<file path="src/sv/pcm_frame_downmixer_defines.svh">
// assertion helpers used by the downmixer controller
// the using module provides clk_i and rst_ni
`ifndef PCM_FRAME_DOWNMIXER_DEFINES_SVH
`define PCM_FRAME_DOWNMIXER_DEFINES_SVH

// consequent checked in the same cycle
`define PFD_ASSERT_SAME(lbl, ant, con, msg) \
  lbl: assert property (@(posedge clk_i) disable iff (!rst_ni) (ant) |-> (con)) \
    else $error(msg);

// consequent checked in the next cycle
`define PFD_ASSERT_NEXT(lbl, ant, con, msg) \
  lbl: assert property (@(posedge clk_i) disable iff (!rst_ni) (ant) |=> (con)) \
    else $error(msg);

`endif

</file>
<file path="src/sv/pfd_pkg.sv">
`timescale 1ns / 1ps
`default_nettype none

package pfd_pkg;

  // configuration register map
  localparam logic [1:0] CFG_BPS  = 2'd0;
  localparam logic [1:0] CFG_BIG  = 2'd1;
  localparam logic [1:0] CFG_KIND = 2'd2;
  localparam logic [1:0] CFG_CH   = 2'd3;

  // sample kinds
  localparam logic [1:0] KIND_SINT  = 2'd0;
  localparam logic [1:0] KIND_UINT  = 2'd1;
  localparam logic [1:0] KIND_FLOAT = 2'd2;
  localparam logic [1:0] KIND_ZERO  = 2'd3;

  typedef struct packed {
    logic take_byte;
    logic div_step;
    logic out_load;
  } pfd_cmd_t;

  typedef struct packed {
    logic frame_end;
  } pfd_status_t;

endpackage

`default_nettype wire

</file>
<file path="src/sv/pfd_byte_if.sv">
`timescale 1ns / 1ps
`default_nettype none

interface pfd_byte_if;
  logic       valid;
  logic       ready;
  logic [7:0] data_byte;
  logic       start_flag;

  modport source (output valid, output data_byte, output start_flag, input ready);
  modport sink   (input valid, input data_byte, input start_flag, output ready);
endinterface

`default_nettype wire

</file>
<file path="src/sv/pfd_mono_if.sv">
`timescale 1ns / 1ps
`default_nettype none

interface pfd_mono_if;
  logic               valid;
  logic               ready;
  logic signed [23:0] mono_sample;

  modport source (output valid, output mono_sample, input ready);
  modport sink   (input valid, input mono_sample, output ready);
endinterface

`default_nettype wire

</file>
<file path="src/sv/pcm_frame_downmixer.sv">
// pcm frame downmixer: raw bytes in on the byte interface, one q1.23 mono sample per frame out
// within a frame a byte is taken every cycle that one is offered; the last byte of a frame starts a
// restoring divide by the channel count, one quotient bit a cycle, then a load into the
// output register, held while the previous sample is unsent
// result valid and input ready again together once the result is loaded
// async active-low reset clears frame progress and sets registers to 2, 0, 0, 1
`timescale 1ns / 1ps
`default_nettype none

module pcm_frame_downmixer #(
  parameter int MAX_CHANNELS = 8
) (
  input  wire logic       clk_i,
  input  wire logic       rst_ni,
  input  wire logic       cfg_we_i,
  input  wire logic [1:0] cfg_idx_i,
  input  wire logic [3:0] cfg_data_i,
  pfd_byte_if.sink        in_byte,
  pfd_mono_if.source      out_mono
);

  pfd_pkg::pfd_cmd_t    cmd;
  pfd_pkg::pfd_status_t status;
  logic                 in_ready;
  logic                 out_valid;
  logic signed [23:0]   mono_sample;

  pfd_controller #(
    .MAX_CHANNELS(MAX_CHANNELS)
  ) u_ctrl (
    .clk_i      (clk_i),
    .rst_ni     (rst_ni),
    .in_valid_i (in_byte.valid),
    .in_ready_o (in_ready),
    .out_valid_o(out_valid),
    .out_ready_i(out_mono.ready),
    .status_i   (status),
    .cmd_o      (cmd)
  );

  pfd_datapath #(
    .MAX_CHANNELS(MAX_CHANNELS)
  ) u_dp (
    .clk_i        (clk_i),
    .rst_ni       (rst_ni),
    .cfg_we_i     (cfg_we_i),
    .cfg_idx_i    (cfg_idx_i),
    .cfg_data_i   (cfg_data_i),
    .data_byte_i  (in_byte.data_byte),
    .start_flag_i (in_byte.start_flag),
    .cmd_i        (cmd),
    .status_o     (status),
    .mono_sample_o(mono_sample)
  );

  assign in_byte.ready        = in_ready;
  assign out_mono.valid       = out_valid;
  assign out_mono.mono_sample = mono_sample;

endmodule

`default_nettype wire

</file>
<file path="src/sv/pfd_datapath.sv">
`timescale 1ns / 1ps
`default_nettype none

module pfd_datapath #(
  parameter int MAX_CHANNELS = 8
) (
  input  wire logic               clk_i,
  input  wire logic               rst_ni,
  input  wire logic               cfg_we_i,
  input  wire logic [1:0]         cfg_idx_i,
  input  wire logic [3:0]         cfg_data_i,
  input  wire logic [7:0]         data_byte_i,
  input  wire logic               start_flag_i,
  input  wire pfd_pkg::pfd_cmd_t  cmd_i,
  output pfd_pkg::pfd_status_t    status_o,
  output logic signed [23:0]      mono_sample_o
);

  localparam int CH_W  = $clog2(MAX_CHANNELS + 1);
  localparam int CI_W  = (MAX_CHANNELS > 1) ? $clog2(MAX_CHANNELS) : 1;
  localparam int CMP_W = ((CH_W > 4) ? CH_W : 4) + 1;
  localparam int SUM_W = $clog2(MAX_CHANNELS) + 25;
  localparam int MAG_W = SUM_W - 1;

  localparam logic signed [24:0]      Q_ONE   = 25'sd8388608;
  localparam logic signed [SUM_W-1:0] SAT_HI  = SUM_W'(8388607);
  localparam logic signed [SUM_W-1:0] SAT_LO  = SUM_W'(-8388608);

  // channel sample to q1.23 in a 25-bit word
  function automatic logic signed [24:0] decode(input logic [31:0] w, input logic [2:0] bps,
                                                input logic [1:0] kind);
    logic        sg;
    logic [23:0] scaled;
    logic [7:0]  ex;
    logic [22:0] man;
    logic [7:0]  sh;
    logic [23:0] mag;
    logic signed [24:0] res;
    sg = (kind == pfd_pkg::KIND_SINT);
    ex = w[30:23];
    man = w[22:0];
    sh = 8'd127 - ex;
    unique case (bps)
      3'd1:    scaled = {w[7] ^ sg, w[6:0], 16'h0000};
      3'd2:    scaled = {w[15] ^ sg, w[14:0], 8'h00};
      3'd3:    scaled = {w[23] ^ sg, w[22:0]};
      default: scaled = {w[31] ^ sg, w[30:8]};
    endcase
    if (ex >= 8'd127) begin
      mag = 24'h800000;
    end else if (ex == 8'd0 || sh >= 8'd24) begin
      mag = 24'h000000;
    end else begin
      mag = {1'b1, man} >> sh[4:0];
    end
    if (kind == pfd_pkg::KIND_FLOAT) begin
      if (bps != 3'd4) begin
        res = '0;
      end else if (ex == 8'hFF && man != 23'd0) begin
        res = Q_ONE;
      end else if (w[31]) begin
        res = -$signed({1'b0, mag});
      end else begin
        res = $signed({1'b0, mag});
      end
    end else if (kind == pfd_pkg::KIND_SINT || kind == pfd_pkg::KIND_UINT) begin
      res = $signed({1'b0, scaled}) - Q_ONE;
    end else begin
      res = '0;
    end
    return res;
  endfunction

  logic [2:0]              bps_q;
  logic                    big_q;
  logic [1:0]              kind_q;
  logic [3:0]              ch_q;
  logic [1:0]              pos_q, pos_d;
  logic [CI_W-1:0]         idx_q, idx_d;
  logic [31:0]             word_q, word_d;
  logic signed [SUM_W-1:0] sum_q, sum_d;

  logic [CH_W-1:0]         rem_q, dvs_q;
  logic [MAG_W-1:0]        dvd_q;
  logic                    neg_q;
  logic signed [23:0]      mono_q;

  logic [2:0]              bps_eff;
  logic [CH_W-1:0]         ch_eff;
  logic [1:0]              pos_cur;
  logic [CI_W-1:0]         idx_cur;
  logic [31:0]             word_cur, word_new;
  logic signed [SUM_W-1:0] sum_cur, sum_new, sum_abs;
  logic signed [24:0]      chv;
  logic                    sample_end, frame_end;
  logic [CH_W:0]           rem_sh;
  logic                    qbit;
  logic signed [SUM_W-1:0] q_mag, q_signed;
  logic signed [23:0]      q_sat;

  always_comb begin
    if (bps_q == 3'd0) begin
      bps_eff = 3'd1;
    end else if (bps_q > 3'd4) begin
      bps_eff = 3'd4;
    end else begin
      bps_eff = bps_q;
    end
    if (ch_q == 4'd0) begin
      ch_eff = CH_W'(1);
    end else if (CMP_W'(ch_q) > CMP_W'(MAX_CHANNELS)) begin
      ch_eff = CH_W'(MAX_CHANNELS);
    end else begin
      ch_eff = CH_W'(ch_q);
    end
  end

  // a start beat drops all frame progress before its byte lands
  always_comb begin
    pos_cur  = start_flag_i ? 2'd0 : pos_q;
    idx_cur  = start_flag_i ? '0 : idx_q;
    word_cur = start_flag_i ? 32'h0 : word_q;
    sum_cur  = start_flag_i ? '0 : sum_q;
    if (big_q) begin
      word_new = {word_cur[23:0], data_byte_i};
    end else begin
      word_new = word_cur | ({24'h000000, data_byte_i} << {pos_cur, 3'b000});
    end
    sample_end = ({1'b0, pos_cur} + 3'd1) >= bps_eff;
    frame_end  = sample_end && ((CMP_W'(idx_cur) + CMP_W'(1)) >= CMP_W'(ch_eff));
    chv        = decode(word_new, bps_eff, kind_q);
    sum_new    = sum_cur + SUM_W'(chv);
    sum_abs    = sum_new[SUM_W-1] ? -sum_new : sum_new;
  end

  assign status_o.frame_end = frame_end;

  always_comb begin
    pos_d  = pos_q;
    idx_d  = idx_q;
    word_d = word_q;
    sum_d  = sum_q;
    if (cmd_i.take_byte) begin
      priority if (frame_end) begin
        pos_d  = 2'd0;
        idx_d  = '0;
        word_d = 32'h0;
        sum_d  = '0;
      end else if (sample_end) begin
        pos_d  = 2'd0;
        idx_d  = CI_W'(idx_cur + CI_W'(1));
        word_d = 32'h0;
        sum_d  = sum_new;
      end else begin
        pos_d  = pos_cur + 2'd1;
        idx_d  = idx_cur;
        word_d = word_new;
        sum_d  = sum_cur;
      end
    end
  end

  always_ff @(posedge clk_i or negedge rst_ni) begin
    if (!rst_ni) begin
      bps_q  <= 3'd2;
      big_q  <= 1'b0;
      kind_q <= 2'd0;
      ch_q   <= 4'd1;
      pos_q  <= 2'd0;
      idx_q  <= '0;
      word_q <= 32'h0;
      sum_q  <= '0;
    end else begin
      if (cfg_we_i) begin
        unique case (cfg_idx_i)
          pfd_pkg::CFG_BPS:  bps_q  <= cfg_data_i[2:0];
          pfd_pkg::CFG_BIG:  big_q  <= cfg_data_i[0];
          pfd_pkg::CFG_KIND: kind_q <= cfg_data_i[1:0];
          pfd_pkg::CFG_CH:   ch_q   <= cfg_data_i;
          default: ;
        endcase
      end
      pos_q  <= pos_d;
      idx_q  <= idx_d;
      word_q <= word_d;
      sum_q  <= sum_d;
    end
  end

  // restoring divide of the sum magnitude, one quotient bit a cycle
  always_comb begin
    rem_sh = {rem_q, dvd_q[MAG_W-1]};
    qbit   = rem_sh >= {1'b0, dvs_q};
  end

  always_comb begin
    q_mag    = $signed({1'b0, dvd_q});
    q_signed = neg_q ? -q_mag : q_mag;
    priority if (q_signed > SAT_HI) begin
      q_sat = SAT_HI[23:0];
    end else if (q_signed < SAT_LO) begin
      q_sat = SAT_LO[23:0];
    end else begin
      q_sat = q_signed[23:0];
    end
  end

  always_ff @(posedge clk_i) begin
    if (cmd_i.take_byte && frame_end) begin
      neg_q <= sum_new[SUM_W-1];
      dvd_q <= sum_abs[MAG_W-1:0];
      rem_q <= '0;
      dvs_q <= ch_eff;
    end else if (cmd_i.div_step) begin
      rem_q <= qbit ? CH_W'(rem_sh - {1'b0, dvs_q}) : rem_sh[CH_W-1:0];
      dvd_q <= {dvd_q[MAG_W-2:0], qbit};
    end
    if (cmd_i.out_load) begin
      mono_q <= q_sat;
    end
  end

  assign mono_sample_o = mono_q;

endmodule

`default_nettype wire

</file>
<file path="src/sv/pfd_controller.sv">
`timescale 1ns / 1ps
`default_nettype none
`include "pcm_frame_downmixer_defines.svh"

module pfd_controller #(
  parameter int MAX_CHANNELS = 8
) (
  input  wire logic                 clk_i,
  input  wire logic                 rst_ni,
  input  wire logic                 in_valid_i,
  output logic                      in_ready_o,
  output logic                      out_valid_o,
  input  wire logic                 out_ready_i,
  input  wire pfd_pkg::pfd_status_t status_i,
  output pfd_pkg::pfd_cmd_t         cmd_o
);

  localparam int MAG_W = $clog2(MAX_CHANNELS) + 24;
  localparam int CNT_W = $clog2(MAG_W);
  localparam logic [CNT_W-1:0] CNT_LAST = CNT_W'(MAG_W - 1);

  localparam logic [1:0] S_IN   = 2'd0;
  localparam logic [1:0] S_DIV  = 2'd1;
  localparam logic [1:0] S_DONE = 2'd2;

  logic [1:0]       state_q, state_d;
  logic [CNT_W-1:0] cnt_q, cnt_d;
  logic             out_valid_q, out_valid_d;
  logic             take;

  assign in_ready_o = (state_q == S_IN);
  assign take       = in_valid_i && in_ready_o;

  always_comb begin
    cmd_o.take_byte = take;
    cmd_o.div_step  = (state_q == S_DIV);
    cmd_o.out_load  = (state_q == S_DONE) && (!out_valid_q || out_ready_i);
  end

  always_comb begin
    state_d = state_q;
    cnt_d   = cnt_q;
    unique case (state_q)
      S_IN: begin
        if (take && status_i.frame_end) begin
          state_d = S_DIV;
          cnt_d   = '0;
        end
      end
      S_DIV: begin
        cnt_d = cnt_q + CNT_W'(1);
        if (cnt_q == CNT_LAST) begin
          state_d = S_DONE;
        end
      end
      S_DONE: begin
        if (cmd_o.out_load) begin
          state_d = S_IN;
        end
      end
      default: state_d = S_IN;
    endcase
  end

  always_comb begin
    priority if (cmd_o.out_load) begin
      out_valid_d = 1'b1;
    end else if (out_ready_i) begin
      out_valid_d = 1'b0;
    end else begin
      out_valid_d = out_valid_q;
    end
  end

  always_ff @(posedge clk_i or negedge rst_ni) begin
    if (!rst_ni) begin
      state_q     <= S_IN;
      cnt_q       <= '0;
      out_valid_q <= 1'b0;
    end else begin
      state_q     <= state_d;
      cnt_q       <= cnt_d;
      out_valid_q <= out_valid_d;
    end
  end

  assign out_valid_o = out_valid_q;

  `PFD_ASSERT_NEXT(a_frame_starts_div, take && status_i.frame_end, state_q == S_DIV && cnt_q == '0, "frame end did not start the divide")
  `PFD_ASSERT_SAME(a_cnt_range, state_q == S_DIV, cnt_q <= CNT_LAST, "divide counter out of range")
  `PFD_ASSERT_NEXT(a_div_done, state_q == S_DIV && cnt_q == CNT_LAST, state_q == S_DONE, "divide did not finish on its last step")
  `PFD_ASSERT_NEXT(a_load_valid, cmd_o.out_load, out_valid_q && state_q == S_IN, "loaded result not presented")

endmodule

`default_nettype wire

</file>
<file path="src/flat_wrapper.sv">
// flat-port wrapper written by rule: the top's interface ports become plain ports
module pcm_frame_downmixer_flat 
#(
  parameter int MAX_CHANNELS = 8
)
  (clk_i, rst_ni, cfg_we_i, cfg_idx_i, cfg_data_i, in_byte_valid, in_byte_data_byte, in_byte_start_flag, in_byte_ready, out_mono_valid, out_mono_mono_sample, out_mono_ready);
  pfd_byte_if in_byte_i ();
  pfd_mono_if out_mono_i ();
  input  wire logic clk_i;
  input  wire logic rst_ni;
  input  wire logic cfg_we_i;
  input  wire logic [1:0] cfg_idx_i;
  input  wire logic [3:0] cfg_data_i;
  input wire logic [$bits(in_byte_i.valid)-1:0] in_byte_valid;
  input wire logic [$bits(in_byte_i.data_byte)-1:0] in_byte_data_byte;
  input wire logic [$bits(in_byte_i.start_flag)-1:0] in_byte_start_flag;
  output wire logic [$bits(in_byte_i.ready)-1:0] in_byte_ready;
  output wire logic [$bits(out_mono_i.valid)-1:0] out_mono_valid;
  output wire logic [$bits(out_mono_i.mono_sample)-1:0] out_mono_mono_sample;
  input wire logic [$bits(out_mono_i.ready)-1:0] out_mono_ready;
  assign in_byte_i.valid = in_byte_valid;
  assign in_byte_i.data_byte = in_byte_data_byte;
  assign in_byte_i.start_flag = in_byte_start_flag;
  assign in_byte_ready = in_byte_i.ready;
  assign out_mono_valid = out_mono_i.valid;
  assign out_mono_mono_sample = out_mono_i.mono_sample;
  assign out_mono_i.ready = out_mono_ready;
  pcm_frame_downmixer #(.MAX_CHANNELS(MAX_CHANNELS)) u_core (.clk_i(clk_i), .rst_ni(rst_ni), .cfg_we_i(cfg_we_i), .cfg_idx_i(cfg_idx_i), .cfg_data_i(cfg_data_i), .in_byte(in_byte_i), .out_mono(out_mono_i));
endmodule
</file>
<file path="config.mk">
export PLATFORM = sky130hd
export DESIGN_NAME = pcm_frame_downmixer_flat
export DESIGN_NICKNAME = d
export VERILOG_FILES = /design/src/sv/pfd_pkg.sv /design/src/sv/pfd_byte_if.sv /design/src/sv/pfd_mono_if.sv /design/src/sv/pcm_frame_downmixer.sv /design/src/sv/pfd_datapath.sv /design/src/sv/pfd_controller.sv /design/src/flat_wrapper.sv
export VERILOG_INCLUDE_DIRS = /design/src /design/src/sv
export SDC_FILE = /design/constraint.sdc
export NUM_CORES = 1
export LEC_CHECK = 0
export BUFFER_PORTS_ARGS = -buffer_cell sky130_fd_sc_hd__buf_4
export CORE_MARGIN = 2
export CORE_UTILIZATION = 30
export CTS_BUF_LIST = sky130_fd_sc_hd__clkbuf_4 sky130_fd_sc_hd__clkbuf_8
export CTS_CLUSTER_DIAMETER = 200
export CTS_CLUSTER_SIZE = 24
export DETAILED_ROUTE_END_ITERATION = 10
export GPL_TIMING_DRIVEN = 0
export PLACE_DENSITY = 0.52
export REMOVE_ABC_BUFFERS = 1
export SYNTH_ARGS = -nofsm -noshare
export SYNTH_HDL_FRONTEND = slang
export SYNTH_SLANG_ARGS = --single-unit
</file>
<file path="constraint.sdc">
create_clock -name clk_i -period 19.3 [get_ports clk_i]
set_clock_uncertainty 0.15 [all_clocks]
set_input_delay 3.86 -clock clk_i [delete_from_list [all_inputs] [get_ports clk_i]]
set_output_delay 3.86 -clock clk_i [all_outputs]
set_load 0.1 [all_outputs]
</file>
==> results.py <==
metrics = {
    "synth": {
        "synth_top_area_share_pct": 15.6,
        "synthCells": 1556,
        "synth.distinct_cells": 117,
        "synth_top_cell_by_area": "dfrtp_1",
        "async_flop_share_pct": 58.0,
        "synth_edf_count": 56,
        "synthFlopType": "dfrtp_1",
        "yosys_register_bits": 143,
        "seq_area_frac_synth_pct": 29.5,
        "synthTopCellsByArea": "dfrtp_1 (16%), edfxtp_1 (13%), nand2_1 (5.6%), ha_1 (4.3%), o21ai_0 (4.3%)",
        "synth_area_per_cell_um2": 8.38,
        "yosysWarningCount": 0,
        "syn_area_mm2": 0.0130,
    },
    "die": {
        "core_mm2": 0.0430,
        "ioPinCount": 46,
        "dieArea_mm2": 0.0451,
        "die_w_um": 212,
        "die_h_um": 212,
        "initial_core_util_pct": 30.3,
        "std_cell_rows": 76,
    },
    "clocking": {
        "clockBufferDepth": 2,
        "cts_tree": "done",
        "cts-buffers-inserted": 17,
        "cts_root_buffer": "clkbuf_8",
        "holdBufCountCts": 0,
        "cts-htree-levels": 4,
        "cts_setup_buffers": 0,
        "cts_resized": 0,
        "clkLatencyLatePin_ps": 500,
        "cts.clk_slew.worst_paths_ps": 80,
        "cts.sinks": 143,
    },
    "drt": {
        "vias": 12200,
        "drt.antenna.violating_nets": 0,
        "remaining_drc_errors": 0,
        "first_pass_iters": 6,
        "wl_per_cell_um": 19.9,
        "routed_via_density": 5.74,
        "routed_wl_um": 42400,
        "drt_iter0_markers": 1050,
    },
    "setup_path": {
        "critPathCaptureType": "register",
        "cp.arrival_ps": 13560,
        "critPathMaxFanout": 66,
        "path_class": "input port to register",
        "cp.required_ps": 19470,
        "start_kind": "input port",
    },
    "grt": {
        "antenna_found_initial": 0,
        "gr-total-overflow": 0,
        "top_usage_layer": "met2",
        "grtUsageMet2_pct": 31.5,
        "gr-usage-met3_pct": 2.90,
        "grt_use_met1_pct": 25.4,
        "grt_max_degree": 84,
        "grt_pass1_wl_um": 67300,
        "grt_usage_pct": 19.2,
        "grt_pass1_vias": 11600,
    },
    "timing": {
        "slew_violations": 0,
        "max_freq_mhz": 74.7,
        "rsz0062_at_grt": "no",
        "setup_viol": 0,
        "tightest_slew_ps": 1280,
        "post-route-min-period_ps": 13390,
        "final-hold-violation-count": 0,
        "slew_headroom_pct": 14.7,
        "fin_crit_sh_pct": 69.4,
        "setup_tns_ps": 0,
    },
    "power": {
        "power-per-cell-area_mw_per_mm2": 125,
        "power_leakage_uw": 0.00548,
        "finalPower_uw": 1780,
        "ir_worst_vdd_v": 0.0000473,
    },
    "flow_run": {
        "max_cap_viol_count": 0,
    },
    "cells_and_area": {
        "final_nets": 1595,
        "drive_gt1_share_pct": 11.2,
        "syn_to_final_growth_pct": 9.10,
        "num_antenna_cells": 0,
    },
    "placed_design": {
        "gp_congestion": 0.893,
        "dp_hpwl_um": 30900,
        "port_buffers": 45,
    },
    "worst_hold_path": {
        "hold_class": "register to register",
    },
    "status": {
        "status": "completed",
    },
}
==> Yosys cell counts (all sizes together), types with 8 or more instances <==
master / instances
xor2: 37
o211ai: 12
nor3: 44
dfrtp: 81
nand2b: 10
xnor2: 30
and3: 13
or3: 14
o221ai: 11
buf: 33
o21a: 10
a211oi: 16
inv: 32
a22o: 22
nor2: 117
ha: 45
edfxtp: 56
a211o: 9
nand4: 9
nor2b: 55
a21o: 9
a21oi: 81
mux2i: 51
clkbuf: 66
nor4: 9
and2: 30
a22oi: 37
nand3: 55
or2: 8
mux2: 16
o22ai: 30
o21ai: 119
o31ai: 44
a221oi: 18
a31oi: 13
nand2: 196
or4: 8
==> per-layer routing <==
metal	up-vias	part of all wire, %
met3	81	4.8
met2	399	47
met5	-	0
met4	0	3.3
met1	5921	45
li1	5792	-
==> registers in the layout (all words and copies together), names as in the netlist, 3 cells and up <==
register / count
u_core.u_dp.bps_q: 3
u_core.u_dp.word_q: 32
u_core.u_dp.mono_sample_o: 24
u_core.u_dp.rem_q: 4
u_core.u_dp.sum_q: 28
u_core.u_ctrl.cnt_q: 5
u_core.u_dp.dvd_q: 27
u_core.u_dp.idx_q: 3
u_core.u_dp.ch_q: 4
u_core.u_dp.dvs_q: 4
==> cell usage in the layout (no fill, tap or decap), types with 8 or more instances in the layout <==
cell type / count
o21a_1: 9
mux2i_1: 49
a21oi_1: 79
nand4_1: 8
nand2b_1: 10
o221ai_1: 9
inv_1: 30
xnor2_1: 29
xor2_1: 37
a211oi_1: 13
o211ai_1: 12
and3_1: 13
a22o_1: 22
o21ai_0: 110
nor2_1: 114
ha_1: 45
and2_1: 28
a22oi_1: 37
nor3_1: 38
nor2b_1: 53
or3_1: 14
or4_1: 8
a211o_1: 9
o22ai_1: 30
mux2_2: 14
a21o_1: 9
a31oi_1: 11
clkbuf_8: 19
nand3_1: 55
edfxtp_1: 56
nand2_1: 193
o31ai_1: 41
buf_4: 46
dfrtp_1: 80
==> metrics by stage <==
step	worst slack [ps]	utilization, %	instance area (um^2)	instances	hold WS (ps)
2_1_floorplan	8680	-	12500	1457	282
3_3_place_gp	5710	31.7	13600	2087	293
3_5_place_dp	5830	32.0	13700	2094	301
4_1_cts	6330	33.1	14200	2126	315
5_1_grt	5340	33.1	14200	2126	339
6_report	5910	33.1	14200	2126	314
==> where the power goes <==
part / switching [uW] / leakage (uW) / internal (uW)
Clock: 127 / 0.000237 / 165
Combinational: 614 / 0.00358 / 334
Sequential: 112 / 0.00166 / 431
Total: 853 / 0.00548 / 930
==> worst paths after layout <==
check,startpoint,end,slack (ps),cells after the start
max in group asynchronous,rst_ni,u_core.u_dp.big_q$_DFFE_PN0P_,14650,1
worst max-delay path,in_byte_start_flag,u_core.u_dp.dvd_q[7]$_DFFE_PP_,5910,26
min in group asynchronous,rst_ni,u_core.u_dp.sum_q[3]$_DFFE_PN0P_,3390,1
worst min register to register,u_core.u_dp.rem_q[3]$_SDFFE_PP0P_,u_core.u_dp.rem_q[3]$_SDFFE_PP0P_,310,2
worst max register to register,u_core.u_dp.big_q$_DFFE_PN0P_,u_core.u_dp.dvd_q[7]$_DFFE_PP_,9510,25
worst min-delay path,u_core.u_dp.rem_q[3]$_SDFFE_PP0P_,u_core.u_dp.rem_q[3]$_SDFFE_PP0P_,310,2
==> logic make-up (layout without fill, tap and decap cells) <==
kind of cell | after synthesis | count (layout) | synth area share (%)
xor gates and xnor gates | 68 | 68 | 4.74
muxes | 68 | 68 | 5.62
DFF | 143 | 143 | 29.5
buffers and inverters | 133 | 118 | 4.77
adders and majority gates | 47 | 47 | 4.63
and+or+nand+nor | 597 | 597 | 22.8
AOI/OAI and AO/OA | 500 | 500 | 28.0
==> cell type report <==
class	instances	area, um^2
Inverter	34	135
Sequential cell	143	3840
Fill cell	4592	28800
Clock inverter	10	185
Timing Repair Buffer	52	438
Multi-Input combinational cell	1280	8600
Clock buffer	22	284
Tap cell	585	732
==> worst max-delay path, cell delays in order <==
cell and delay [ps]:
buf_4 310, inv_1 820, nand3_1 930, nor2_1 780, a22oi_1 270, o31a_1 240, a32oi_1 510, nand2_1 140
or2_0 230, nor4_1 710, nand3b_1 290, nor3b_1 260, or3_1 170, ha_1 350, a21oi_1 240, a21oi_1 100
a311oi_1 300, o21a_1 250, o21ai_0 130, a2111oi_0 650, o31ai_1 160, a21oi_1 350, xnor3_2 710, inv_2 230
and3_1 210, o31ai_2 230
(Power assumes the default switching activity.)
